--- config.mk ---
export PLATFORM = sky130hd
export DESIGN_NAME = rima_div
export DESIGN_NICKNAME = d
export VERILOG_FILES = /design/src/rtl/assert_macros.svh /design/src/rtl/rima_pkg.sv /design/src/rtl/rima_div.sv
export SDC_FILE = /design/constraint.sdc
export NUM_CORES = 1
export LEC_CHECK = 0
export BUFFER_PORTS_ARGS = -buffer_cell sky130_fd_sc_hd__buf_2
export CORE_ASPECT_RATIO = 0.6
export CORE_MARGIN = 5
export CORE_UTILIZATION = 40
export CTS_CLUSTER_DIAMETER = 30
export CTS_CLUSTER_SIZE = 40
export DETAILED_ROUTE_END_ITERATION = 12
export SYNTH_ARGS = -nofsm -noshare
export SYNTH_HDL_FRONTEND = slang
export SYNTH_SLANG_ARGS = --single-unit
--- constraint.sdc ---
create_clock -name clk -period 36.9 [get_ports clk]
set_input_delay 0 -clock clk [delete_from_list [all_inputs] [get_ports clk]]
set_output_delay 0 -clock clk [all_outputs]
set_load 0.005 [all_outputs]
--- src/rtl/assert_macros.svh ---
// Assertion helpers used by the accumulator design file.
`ifndef ASSERT_MACROS_SVH
`define ASSERT_MACROS_SVH
`ifndef SYNTHESIS
`define CHK_ALWAYS(label, clk, rst_n, expr) \
	label: assert property (@(posedge clk) disable iff (!rst_n) (expr)) \
		else $error("invariant check failed");
`define CHK_IMPLY(label, clk, rst_n, ante, cons) \
	label: assert property (@(posedge clk) disable iff (!rst_n) (ante) |-> (cons)) \
		else $error("implication check failed");
`else
`define CHK_ALWAYS(label, clk, rst_n, expr)
`define CHK_IMPLY(label, clk, rst_n, ante, cons)
`endif
`endif

--- src/rtl/rima_pkg.sv ---
package rima_pkg;

	localparam int MAX_PIXELS     = 1048576;
	localparam int INTENSITY_BITS = 16;
	localparam int CNT_W          = $clog2(MAX_PIXELS + 1);

	localparam int DIV_W     = 56;
	localparam int DIV_RADIX = 4;
	localparam int DIV_STEPS = DIV_W / DIV_RADIX;
	localparam int DIV_CNT_W = $clog2(DIV_STEPS);

	localparam logic [15:0] INT_MASK = 16'((32'd1 << INTENSITY_BITS) - 32'd1);
	localparam logic [51:0] CAP52    = '1;
	localparam logic [47:0] CAP48    = '1;
	localparam logic [35:0] CAP36    = '1;
	localparam logic signed [63:0] S64_MAX = 64'sh7FFF_FFFF_FFFF_FFFF;
	localparam logic signed [63:0] S64_MIN = 64'sh8000_0000_0000_0000;

	typedef struct packed {
		logic [15:0] intensity;
		logic [15:0] pos_x;
		logic [15:0] pos_y;
		logic        first_pixel;
	} pixel_t;

	typedef struct packed {
		logic [20:0]        pixel_count;
		logic [31:0]        mean_out;
		logic [62:0]        second_moment;
		logic signed [63:0] third_moment;
		logic [62:0]        fourth_moment;
		logic [15:0]        min_intensity;
		logic [15:0]        max_intensity;
		logic [51:0]        energy_sum;
		logic [47:0]        variance_out;
		logic [51:0]        abs_dev_sum;
		logic [35:0]        x_sum;
		logic [35:0]        y_sum;
	} result_t;

	typedef struct packed {
		logic               start;
		logic signed [63:0] a;
		logic signed [63:0] b;
		logic [5:0]         sh;
	} mul_req_t;

	typedef struct packed {
		logic               start;
		logic signed [63:0] num;
		logic [CNT_W-1:0]   den;
	} div_req_t;

	typedef struct packed {
		logic               done;
		logic signed [63:0] res;
	} unit_rsp_t;

	function automatic logic [63:0] mag64(input logic signed [63:0] v);
		logic [63:0] u;
		u = v;
		return u[63] ? (~u + 64'd1) : u;
	endfunction

	function automatic logic signed [63:0] add_sat64(input logic signed [63:0] a,
			input logic signed [63:0] b);
		logic signed [64:0] s;
		s = {a[63], a} + {b[63], b};
		if (s[64] != s[63]) begin
			return s[64] ? S64_MIN : S64_MAX;
		end
		return s[63:0];
	endfunction

endpackage

--- src/rtl/rima_div.sv ---
module rima_div (
	input  logic                clk,
	input  logic                arst_n,
	input  rima_pkg::div_req_t  req,
	output rima_pkg::unit_rsp_t rsp
);

	logic                             busy_q;
	logic                             done_q;
	logic [rima_pkg::DIV_CNT_W-1:0]   cnt_q;
	logic [rima_pkg::DIV_W-1:0]       dvd_q;
	logic [rima_pkg::CNT_W:0]         rem_q;
	logic [rima_pkg::CNT_W-1:0]       den_q;
	logic                             neg_q;
	logic signed [63:0]               res_q;

	logic [63:0]                      num_mag;
	logic [rima_pkg::DIV_W-1:0]       q_nx;
	logic [rima_pkg::CNT_W:0]         r_nx;
	logic [rima_pkg::CNT_W:0]         trial;
	logic                             last;

	// Rounding to nearest is folded in by adding half the divisor up front.
	assign num_mag = rima_pkg::mag64(req.num) + 64'(req.den >> 1);
	assign last    = (cnt_q == rima_pkg::DIV_CNT_W'(rima_pkg::DIV_STEPS - 1));

	always_comb begin
		r_nx  = rem_q;
		q_nx  = dvd_q;
		trial = '0;
		for (int k = 0; k < rima_pkg::DIV_RADIX; k++) begin
			trial = {r_nx[rima_pkg::CNT_W-1:0], q_nx[rima_pkg::DIV_W-1]};
			q_nx  = {q_nx[rima_pkg::DIV_W-2:0], 1'b0};
			if (trial >= {1'b0, den_q}) begin
				trial   = trial - {1'b0, den_q};
				q_nx[0] = 1'b1;
			end
			r_nx = trial;
		end
	end

	always_ff @(posedge clk or negedge arst_n) begin
		if (!arst_n) begin
			busy_q <= 1'b0;
			done_q <= 1'b0;
			cnt_q  <= '0;
		end else begin
			done_q <= busy_q && last;
			if (!busy_q) begin
				if (req.start) begin
					busy_q <= 1'b1;
					cnt_q  <= '0;
				end
			end else begin
				cnt_q <= cnt_q + 1'b1;
				if (last) begin
					busy_q <= 1'b0;
				end
			end
		end
	end

	always_ff @(posedge clk) begin
		if (!busy_q && req.start) begin
			dvd_q <= num_mag[rima_pkg::DIV_W-1:0];
			rem_q <= '0;
			den_q <= req.den;
			neg_q <= req.num[63];
		end else if (busy_q) begin
			dvd_q <= q_nx;
			rem_q <= r_nx;
			if (last) begin
				res_q <= neg_q ? -$signed(64'(q_nx)) : $signed(64'(q_nx));
			end
		end
	end

	assign rsp.done = done_q;
	assign rsp.res  = res_q;

endmodule

==> metrics.md <==
| Metric | Value |
|---|---|
| Detailed Route WL | 50330 µm |
| CTS tree | yes |
| Setup TNS Final | 0 ns |
| Synth area leader | edfxtp_1 |
| Most used DFF post-synth | edfxtp_1 |
| Insertion delay to the later sink of the worst-skew pair | 0.45 ns |
| Mapped Area | 15140 µm² |
| Flops & latches, synth | 169 |
| Area contributors post-synth | edfxtp_1, xnor2_1, ha_1, o21ai_0, nand2_1 |
| I/O pins | 153 |
| Synth Warn # | 0 |
| Clock Sinks | 169 |
| DRC errors left | 0 |
| Final setup vio count | 0 |
| Layout filler cell count | 3608 |
| Total track usage | 23.15% |
| Starting Density | 40.36% |
| Critical path class | reg2reg |
| Root Buffer | clkbuf_16 |
| Mean area per synthesized cell | 8.940 µm² |
| Minimum clock period | 17.49 ns |
| Final ANT Viol Nets | 0 |
| Area delta synth->final | 13.42% |
| Final worst path period share | 47.40% |
| CTS Buf Count | 17 |
| Ratio of cells with drive above 1 in the final layout | 13.70% |
| Top cells by count, synth | nand2_1, xnor2_1, o21ai_0, edfxtp_1, ha_1 |
| Post-synthesis async set-or-reset flop share | 3.550% |
| Status | complete, no violations |
| RSZ-0062 raised after global routing | no |
| Wirelength per Cell | 21.34 µm |
| Cell mode on critical path | ha_1 |
| Die X | 261.1 µm |
| Worst reg2reg path depth | 47 |
| Htree depth | 4 |
| Hold EP | dvd_q[55] |
| Die Area | 41960 µm² |
| Clock buffer depth | 2 |
| Worst Tran Pin Value | 1.364 ns |
| Drt initial violations | 1356 |
| Placer Congestion | 0.9817 |
| Syn_nets | 1894 |
| Slew Limit Fails | 0 |
| Number of buffers added for setup after CTS | 0 |
| Critical-path maximum fanout | 30 |
| Maxcap violations | 0 |
| Yosys top cell area share | 28.17% |
| Final design utilization | 45.77% |
| First-pass GRT wire length | 74220 µm |
| Final Hold Viols | 0 |
| Clock skew | 0.01795 ns |
| CTS clk-pin slew, worst paths | 0.09 ns |
| Crit. End Element | register |
| Rows | 55 |
| Reg2Reg Setup Slack | 19.41 ns |
| EDFF count, synth | 142 |
| Core area | 37500 µm² |
| Crit path DAT | 17.69 ns |
| Die Span Y | 160.7 µm |
| HP Class | in2reg |
| # hold bufs at CTS | 24 |
| Worst EP required | 37.10 ns |
| Worst stage delay on the critical path | 1.05 ns |
| Largest net degree at the start of global routing | 111 |
| Vias | 13760 |
| CP max-delay cell | o21ai_0 |
| DP Wirelength | 40420 µm |
| Hold path cells | 4 |
| Mapped Cells | 1693 |
| Most frequent cell after synthesis | nand2_1 |
| Total grt overflow | 0 |
| Post-cts sizing count | 0 |
| Post-synthesis sequential area ratio | 31.94% |
| Vias in the first global route | 12090 |
| Critical R2R Launch | den_q[0] |
| Final #Nets | 2029 |
| HP Start | req[76] |
| Fmax | 57.17 MHz |
| Hold slack | 0.09709 ns |
| Critical Path Source Type | register |
| Initial antenna violation count | 14 |
| Rel. slew slack | 8.092% |
| Count of cell types in the netlist | 96 |
| DR vias/cell | 5.836 |
| First-pass iteration count of the detailed router | 6 |
| PortBufs | 145 |
| Reg2reg end | res_q[42] |
==> kinds of logic after synthesis <==
| kind of cell | count (synthesis) | share of synthesized area [%] |
|---|---|---|
| AO/OA/AOI/OAI | 498 | 21.79 |
| XOR/XNOR | 228 | 13.24 |
| adder cells (fa/ha/maj) | 113 | 9.589 |
| buffers and inverters | 129 | 3.356 |
| flip-flops | 169 | 31.94 |
| multiplexers | 23 | 1.695 |
| AND/OR/NAND/NOR | 533 | 18.38 |
==> cell usage in the layout, fill, tap and decap left out, types with 14 or more instances in the layout <==
| cell | instances |
|---|---|
| nand2b_1 | 18 |
| nand4_1 | 20 |
| a31oi_1 | 14 |
| inv_1 | 58 |
| xor2_1 | 72 |
| or4_1 | 16 |
| xnor2_1 | 155 |
| dlygate4sd3_1 | 24 |
| nor2b_1 | 18 |
| edfxtp_1 | 142 |
| buf_2 | 145 |
| o31ai_1 | 45 |
| clkbuf_16 | 17 |
| and2_1 | 15 |
| or3_1 | 31 |
| nor3_1 | 37 |
| ha_1 | 108 |
| nand3_1 | 38 |
| a21oi_1 | 96 |
| o21ai_0 | 143 |
| a21o_1 | 36 |
| dfxtp_1 | 21 |
| nand2_1 | 172 |
| nor2_1 | 90 |
| o41ai_1 | 16 |
| buf_4 | 14 |
| o21a_1 | 14 |
==> cell type report <==
type                            count  area [µm²]  area share, %
Sequential cell                   169        4835          28.16
Inverter                           62       232.7          1.356
Timing Repair Buffer              183        1071          6.239
Antenna cell                        5       12.51        0.07288
Multi-Input combinational cell   1395        9797          57.07
Clock buffer                       17       425.4          2.478
Clock inverter                     14       152.6         0.8891
Tap cell                          513       641.9          3.739
==> per-layer routing <==
metal | GRT usage (%) | vias to the layer above | wire length [µm] | share of wire, %
met2 | 27.41 | 588 | 17550 | 35
met4 | 3.962 | 14 | 516 | 1.0
met1 | 38.27 | 6499 | 25690 | 51
li1 | - | 6610 | - | -
met3 | 9.067 | 51 | 6466 | 13
met5 | 0 | - | 103 | 0.20
==> per-stage QoR <==
| step | cells | area, µm² | setup slack, ns |
|---|---|---|---|
| 3_3_place_gp | 2298 | 16340 | 20.44 |
| 2_1_floorplan | 1693 | 15140 | 24.31 |
| 6_report | 2358 | 17170 | 19.41 |
| 4_1_cts | 2353 | 17160 | 20.24 |
| 3_5_place_dp | 2298 | 16340 | 20.33 |
| 5_1_grt | 2358 | 17170 | 18.70 |
==> registers in the layout (all words and copies together) (netlist names) <==
register and count:
rem_q 21, dvd_q 56, done_q 1, cnt_q 4
res_q 64, den_q 21, neg_q 1, busy_q 1
==> worst max path at each step <==
stage	slack [ns]	end	cells past startpoint	start
after floorplan	24.31	res_q[42]	53	den_q[1]
after CTS	20.24	res_q[42]	47	den_q[0]
final	19.41	res_q[42]	47	den_q[0]
after global routing	18.70	res_q[42]	47	den_q[0]
after detailed placement	20.33	res_q[42]	47	den_q[0]
after global placement	20.44	res_q[42]	47	den_q[0]
==> worst max-delay path, delay by kind of cell (launching register included) <==
family                   cells  cell delay (ns)
AO/OA/AOI/OAI               22             7.45
AND/OR/NAND/NOR             11             4.93
adder cells (fa/ha/maj)      6             2.21
buffers and inverters        6             1.67
flip-flops                   1             0.54
multiplexers                 1             0.26
XOR/XNOR                     1             0.10
Power is not shown: default switching activity piles up to over one toggle a cycle in this logic, so the estimate is an artifact.
