[src/rtl/assert_macros.svh]
// Assertion helpers used by the accumulator design file.
`ifndef ASSERT_MACROS_SVH
`define ASSERT_MACROS_SVH
`ifndef SYNTHESIS
`define CHK_ALWAYS(label, clk, rst_n, expr) \
	label: assert property (@(posedge clk) disable iff (!rst_n) (expr)) \
		else $error("invariant check failed");
`define CHK_IMPLY(label, clk, rst_n, ante, cons) \
	label: assert property (@(posedge clk) disable iff (!rst_n) (ante) |-> (cons)) \
		else $error("implication check failed");
`else
`define CHK_ALWAYS(label, clk, rst_n, expr)
`define CHK_IMPLY(label, clk, rst_n, ante, cons)
`endif
`endif

[src/rtl/rima_pkg.sv]
package rima_pkg;

	localparam int MAX_PIXELS     = 1048576;
	localparam int INTENSITY_BITS = 16;
	localparam int CNT_W          = $clog2(MAX_PIXELS + 1);

	localparam int DIV_W     = 56;
	localparam int DIV_RADIX = 4;
	localparam int DIV_STEPS = DIV_W / DIV_RADIX;
	localparam int DIV_CNT_W = $clog2(DIV_STEPS);

	localparam logic [15:0] INT_MASK = 16'((32'd1 << INTENSITY_BITS) - 32'd1);
	localparam logic [51:0] CAP52    = '1;
	localparam logic [47:0] CAP48    = '1;
	localparam logic [35:0] CAP36    = '1;
	localparam logic signed [63:0] S64_MAX = 64'sh7FFF_FFFF_FFFF_FFFF;
	localparam logic signed [63:0] S64_MIN = 64'sh8000_0000_0000_0000;

	typedef struct packed {
		logic [15:0] intensity;
		logic [15:0] pos_x;
		logic [15:0] pos_y;
		logic        first_pixel;
	} pixel_t;

	typedef struct packed {
		logic [20:0]        pixel_count;
		logic [31:0]        mean_out;
		logic [62:0]        second_moment;
		logic signed [63:0] third_moment;
		logic [62:0]        fourth_moment;
		logic [15:0]        min_intensity;
		logic [15:0]        max_intensity;
		logic [51:0]        energy_sum;
		logic [47:0]        variance_out;
		logic [51:0]        abs_dev_sum;
		logic [35:0]        x_sum;
		logic [35:0]        y_sum;
	} result_t;

	typedef struct packed {
		logic               start;
		logic signed [63:0] a;
		logic signed [63:0] b;
		logic [5:0]         sh;
	} mul_req_t;

	typedef struct packed {
		logic               start;
		logic signed [63:0] num;
		logic [CNT_W-1:0]   den;
	} div_req_t;

	typedef struct packed {
		logic               done;
		logic signed [63:0] res;
	} unit_rsp_t;

	function automatic logic [63:0] mag64(input logic signed [63:0] v);
		logic [63:0] u;
		u = v;
		return u[63] ? (~u + 64'd1) : u;
	endfunction

	function automatic logic signed [63:0] add_sat64(input logic signed [63:0] a,
			input logic signed [63:0] b);
		logic signed [64:0] s;
		s = {a[63], a} + {b[63], b};
		if (s[64] != s[63]) begin
			return s[64] ? S64_MIN : S64_MAX;
		end
		return s[63:0];
	endfunction

endpackage

[src/rtl/rima_mul.sv]
module rima_mul (
	input  logic                clk,
	input  logic                arst_n,
	input  rima_pkg::mul_req_t  req,
	output rima_pkg::unit_rsp_t rsp
);

	typedef enum logic [2:0] {PH_IDLE, PH_PP, PH_ACC, PH_ROUND, PH_SHIFT} phase_t;

	phase_t             phase_q;
	logic [1:0]         cnt_q;
	logic               pp_vld_s1;
	logic               done_q;
	logic [63:0]        ua_q;
	logic [63:0]        ub_q;
	logic               neg_q;
	logic [5:0]         sh_q;
	logic [63:0]        pp_s1;
	logic [1:0]         off_s1;
	logic [127:0]       acc_q;
	logic signed [63:0] res_q;

	logic [31:0]        a_half;
	logic [31:0]        b_half;
	logic [127:0]       pp_ext;
	logic [127:0]       rnd;
	logic [127:0]       shifted;
	logic signed [63:0] sat_res;

	always_comb begin
		a_half = cnt_q[1] ? ua_q[63:32] : ua_q[31:0];
		b_half = cnt_q[0] ? ub_q[63:32] : ub_q[31:0];
		case (off_s1)
			2'd0:    pp_ext = {64'd0, pp_s1};
			2'd1:    pp_ext = {32'd0, pp_s1, 32'd0};
			default: pp_ext = {pp_s1, 64'd0};
		endcase
		rnd = (sh_q == 6'd0) ? 128'd0 : (128'd1 << (sh_q - 6'd1));
		shifted = acc_q >> sh_q;
		// A magnitude of 2^63 or more saturates to the signed limit.
		if (shifted[127:63] != '0) begin
			sat_res = neg_q ? rima_pkg::S64_MIN : rima_pkg::S64_MAX;
		end else begin
			sat_res = neg_q ? -$signed(shifted[63:0]) : $signed(shifted[63:0]);
		end
	end

	always_ff @(posedge clk or negedge arst_n) begin
		if (!arst_n) begin
			phase_q   <= PH_IDLE;
			cnt_q     <= '0;
			pp_vld_s1 <= 1'b0;
			done_q    <= 1'b0;
		end else begin
			done_q <= (phase_q == PH_SHIFT);
			unique case (phase_q)
				PH_IDLE: begin
					if (req.start) begin
						phase_q   <= PH_PP;
						cnt_q     <= '0;
						pp_vld_s1 <= 1'b0;
					end
				end
				PH_PP: begin
					pp_vld_s1 <= 1'b1;
					cnt_q     <= cnt_q + 2'd1;
					if (cnt_q == 2'd3) begin
						phase_q <= PH_ACC;
					end
				end
				PH_ACC: begin
					pp_vld_s1 <= 1'b0;
					phase_q   <= PH_ROUND;
				end
				PH_ROUND: phase_q <= PH_SHIFT;
				PH_SHIFT: phase_q <= PH_IDLE;
				default: phase_q <= PH_IDLE;
			endcase
		end
	end

	always_ff @(posedge clk) begin
		if (phase_q == PH_IDLE && req.start) begin
			ua_q  <= rima_pkg::mag64(req.a);
			ub_q  <= rima_pkg::mag64(req.b);
			neg_q <= req.a[63] ^ req.b[63];
			sh_q  <= req.sh;
			acc_q <= '0;
		end
		if (phase_q == PH_PP) begin
			pp_s1  <= 64'(a_half) * 64'(b_half);
			off_s1 <= {1'b0, cnt_q[1]} + {1'b0, cnt_q[0]};
		end
		if (pp_vld_s1) begin
			acc_q <= acc_q + pp_ext;
		end
		if (phase_q == PH_ROUND) begin
			acc_q <= acc_q + rnd;
		end
		if (phase_q == PH_SHIFT) begin
			res_q <= sat_res;
		end
	end

	assign rsp.done = done_q;
	assign rsp.res  = res_q;

endmodule

[config.mk]
export PLATFORM = sky130hd
export DESIGN_NAME = rima_mul
export DESIGN_NICKNAME = d
export VERILOG_FILES = /design/src/rtl/assert_macros.svh /design/src/rtl/rima_pkg.sv /design/src/rtl/rima_mul.sv
export SDC_FILE = /design/constraint.sdc
export NUM_CORES = 2
export LEC_CHECK = 0
export BUFFER_PORTS_ARGS = -buffer_cell sky130_fd_sc_hd__buf_2
export CORE_MARGIN = 1
export CORE_UTILIZATION = 45
export DETAILED_ROUTE_END_ITERATION = 7
export HOLD_SLACK_MARGIN = 0.05
export PLACE_DENSITY = 0.65
export SLEW_MARGIN = 20
export SYNTH_ARGS = -nofsm -noshare
export SYNTH_HDL_FRONTEND = slang
export SYNTH_SLANG_ARGS = --single-unit
export TNS_END_PERCENT = 30
[constraint.sdc]
create_clock -name clk -period 16.4 [get_ports clk]
set_input_delay 0.82 -clock clk [delete_from_list [all_inputs] [get_ports clk]]
set_output_delay 0.82 -clock clk [all_outputs]
set_load 0.02 [all_outputs]
==> impl_results.md <==
- Chip Width: 408.5 um
- # nets final: 9677
- Worst hold slack: 0.3114 ns
- Register area share after synthesis: 16.11%
- CTS sink cnt: 400
- Post-Syn Instances: 8301
- # DRC: 0
- CTS tree: yes
- Gr ovfl total: 0
- Port bufs: 201
- Clock Pin Slew Worst Setup and Hold Paths: 0.08 ns
- Vias in the first global route: 63994
- Syn nets: 9796
- Warnings, synthesis: 0
- Global-route wire length before repair: 406100 um
- Async S/R FF share, synth: 1.750%
- Final WL: 274900 um
- Synth cell types: 91
- Outcome: complete, no violations
- Number of detailed-route iterations in the first pass: 8
- Max Slew Vio Count: 0
- Slowest CP cell: mux2i_4
- CP dominant cell by count: fa_1
- Syn avg cell area: 8.958 um2
- Worst Path Max Fanout: 52
- Final Cell Area: 79050 um2
- Min-delay worst type: in -> reg
- CORE AREA: 163300 um2
- WS Path Type: reg -> reg
- Die height: 408.5 um
- Row cnt: 148
- Register Area: 11980 um2
- Final setup viols: 0
- All-Layer GR Usage: 32.35%
- Worst setup EP type: flop
- Initial Utilization: 45.53%
- Routability cong.: 0.9932
- DR iter-0 viols: 7077
- CP Launch Type: flop
- Initial antenna violation count: 7
- Critical Path RT: 16.81 ns
- H-tree depth: 2
- DR vias/cell: 6.179
- CP max stage delay: 1.02 ns
- CTS root buf: clkbuf_16
- # fillers: 15590
- Via count: 64264
- Post-Syn Area: 74360 um2
- CP arrival: 11.27 ns
- Max_slew headroom: 25.72%
- P&R area growth vs syn: 6.312%
- Worst-Skew Late Latency: 0.69 ns
- Hold_buf cts: 1
- Max Freq: 0.09213 GHz
- Final Hold Vio Count: 0
- CTS Buf Count: 47
- Setup TNS: 0 ns
- RSZ-0062 raised after global routing: no
- Post-synth EDFFs: 393
- Min Tclk post-route: 10.85 ns
- Antenna Violating Nets Remaining: 0
- Share of post-route cells with drive strength above 1: 9.940%
- # Post-CTS Setup Buffers: 0
- Top FF cell, synth: edfxtp_1
- Top-Level Pins: 202
- CTS Buffer Depth: 3
- Multi-input logic area: 57270 um2
- Yosys reg bits: 400
- CTS resizes: 0
- Placed cell area: 77370 um2
- Slew at the pin closest to its max-slew limit: 1.091 ns
- Largest net degree at the start of global routing: 141
- Layout Skew: 0.03828 ns
- Fin crit share: 66.19%
- Die area: 166900 um2
- Max-cap violations: 0
- Dpl hpwl: 213100 um
- Drt wl/cell: 26.43 um
==> sequential cells by signal (all words and copies together), names as in the netlist <==
signal,count
sh_q,6
acc_q,128
neg_q,1
cnt_q,2
off_s1,2
res_q,64
pp_vld_s1,1
done_q,1
ub_q,64
pp_s1,64
phase_q,3
ua_q,64
==> synthesized netlist by cell type (22+ instances only) <==
cell type / number / area share (%)
a21o_1: 166 / 1.7
mux2i_1: 209 / 2.8
clkbuf_1: 381 / 1.9
nor2b_1: 34 / 0.29
or4_1: 34 / 0.34
o21a_1: 35 / 0.35
nand4_1: 97 / 0.82
o31ai_1: 54 / 0.55
o41ai_1: 25 / 0.29
fa_1: 898 / 24
buf_2: 32 / 0.22
mux4_2: 215 / 6.5
o22ai_1: 123 / 1.0
nor3_1: 96 / 0.65
inv_1: 953 / 4.8
ha_1: 460 / 7.7
a21oi_1: 361 / 2.4
xor2_1: 119 / 1.4
o21ai_0: 339 / 2.3
nor2_1: 944 / 4.8
xnor2_1: 308 / 3.6
a22oi_1: 22 / 0.22
nand3_1: 135 / 0.91
buf_1: 43 / 0.22
and2_1: 105 / 0.88
edfxtp_1: 393 / 16
o211ai_1: 39 / 0.39
mux2_2: 116 / 1.8
a211oi_1: 45 / 0.45
nand2b_1: 41 / 0.34
nor4_1: 32 / 0.27
and3_1: 63 / 0.53
nand2_1: 989 / 5.0
a31oi_1: 36 / 0.30
or3_1: 47 / 0.40
o21bai_1: 55 / 0.56
==> cells in the final DEF, fill, tap and decap left out, types with 41 or more instances in the layout <==
cell / n
nand2_1: 987
inv_1: 953
nor2_1: 943
fa_1: 898
ha_1: 460
edfxtp_1: 393
a21oi_1: 361
o21ai_0: 339
xnor2_1: 308
mux4_2: 215
buf_2: 201
a21o_1: 166
mux2i_1: 162
nand3_1: 135
o22ai_1: 123
xor2_1: 119
mux2_2: 116
and2_1: 105
buf_4: 98
nand4_1: 97
nor3_1: 95
and3_1: 62
o21bai_1: 55
o31ai_1: 54
clkbuf_16: 47
or3_1: 46
a211oi_1: 45
nand2b_1: 41
==> area by class of cell <==
class                           count  share of cell area (%)
Multi-Input combinational cell   6469                   72.45
Timing Repair Buffer              304                   2.336
Antenna cell                        7                 0.02216
Inverter                          960                   4.569
Clock buffer                       53                   1.516
Sequential cell                   400                   15.16
Tap cell                         2175                   3.442
Clock inverter                     33                  0.5033
==> cells by family after synthesis <==
| group | after synthesis | share of synthesized area [%] |
|---|---|---|
| AO/OA/AOI/OAI | 1444 | 12.31 |
| flip-flops | 400 | 16.11 |
| XOR/XNOR | 427 | 5.029 |
| multiplexers | 542 | 11.12 |
| adder cells (fa/ha/maj) | 1358 | 31.92 |
| AND/OR/NAND/NOR | 2698 | 16.12 |
| buffers and inverters | 1432 | 7.404 |
==> path summary, 6_finish.rpt <==
kind | from | endpoint | slack, ns | depth (start not counted)
max in group asynchronous | arst_n | cnt_q[0]$_DFFE_PN0P_ | 15.47 | 2
setup reg to reg | cnt_q[1]$_DFFE_PN0P_ | pp_s1[60]$_DFFE_PP_ | 5.55 | 28
hold / removal | req[3] | sh_q[3]$_DFFE_PP_ | 0.31 | 1
setup / recovery | cnt_q[1]$_DFFE_PN0P_ | pp_s1[60]$_DFFE_PP_ | 5.55 | 28
min in group asynchronous | arst_n | phase_q[1]$_DFFE_PN0P_ | 0.59 | 2
hold reg to reg | phase_q[2]$_DFFE_PN0P_ | phase_q[1]$_DFFE_PN0P_ | 0.56 | 1
==> stage by stage <==
step	worst slack, ns	utilization [%]	std cells
3_3_place_gp	5.869	47.37	10305
6_report	5.546	48.40	10401
4_1_cts	5.644	48.36	10392
5_1_grt	5.138	48.40	10399
2_1_floorplan	4.563	-	8301
3_5_place_dp	5.698	47.37	10305
==> critical path, delay by kind of cell, from the launching register on <==
kind	cells	cell delay [ns]
xor+xnor	1	0.09
mux	1	1.02
flops	1	0.58
compound gates	7	2.75
simple gates	4	0.58
fa+ha+maj	9	4.33
buf+inv	6	1.16
==> metal layers <==
| metal | part of all wire [%] | vias to the layer above | GRT usage, % |
|---|---|---|---|
| met5 | 0.018 | - | 0.2586 |
| met3 | 9.9 | 872 | 6.335 |
| li1 | - | 28130 | - |
| met1 | 38 | 31616 | 41.19 |
| met4 | 7.5 | 4 | 19.93 |
| met2 | 45 | 3642 | 50.70 |
Power is not shown: default switching activity piles up to over one toggle a cycle in this logic, so the estimate is an artifact.
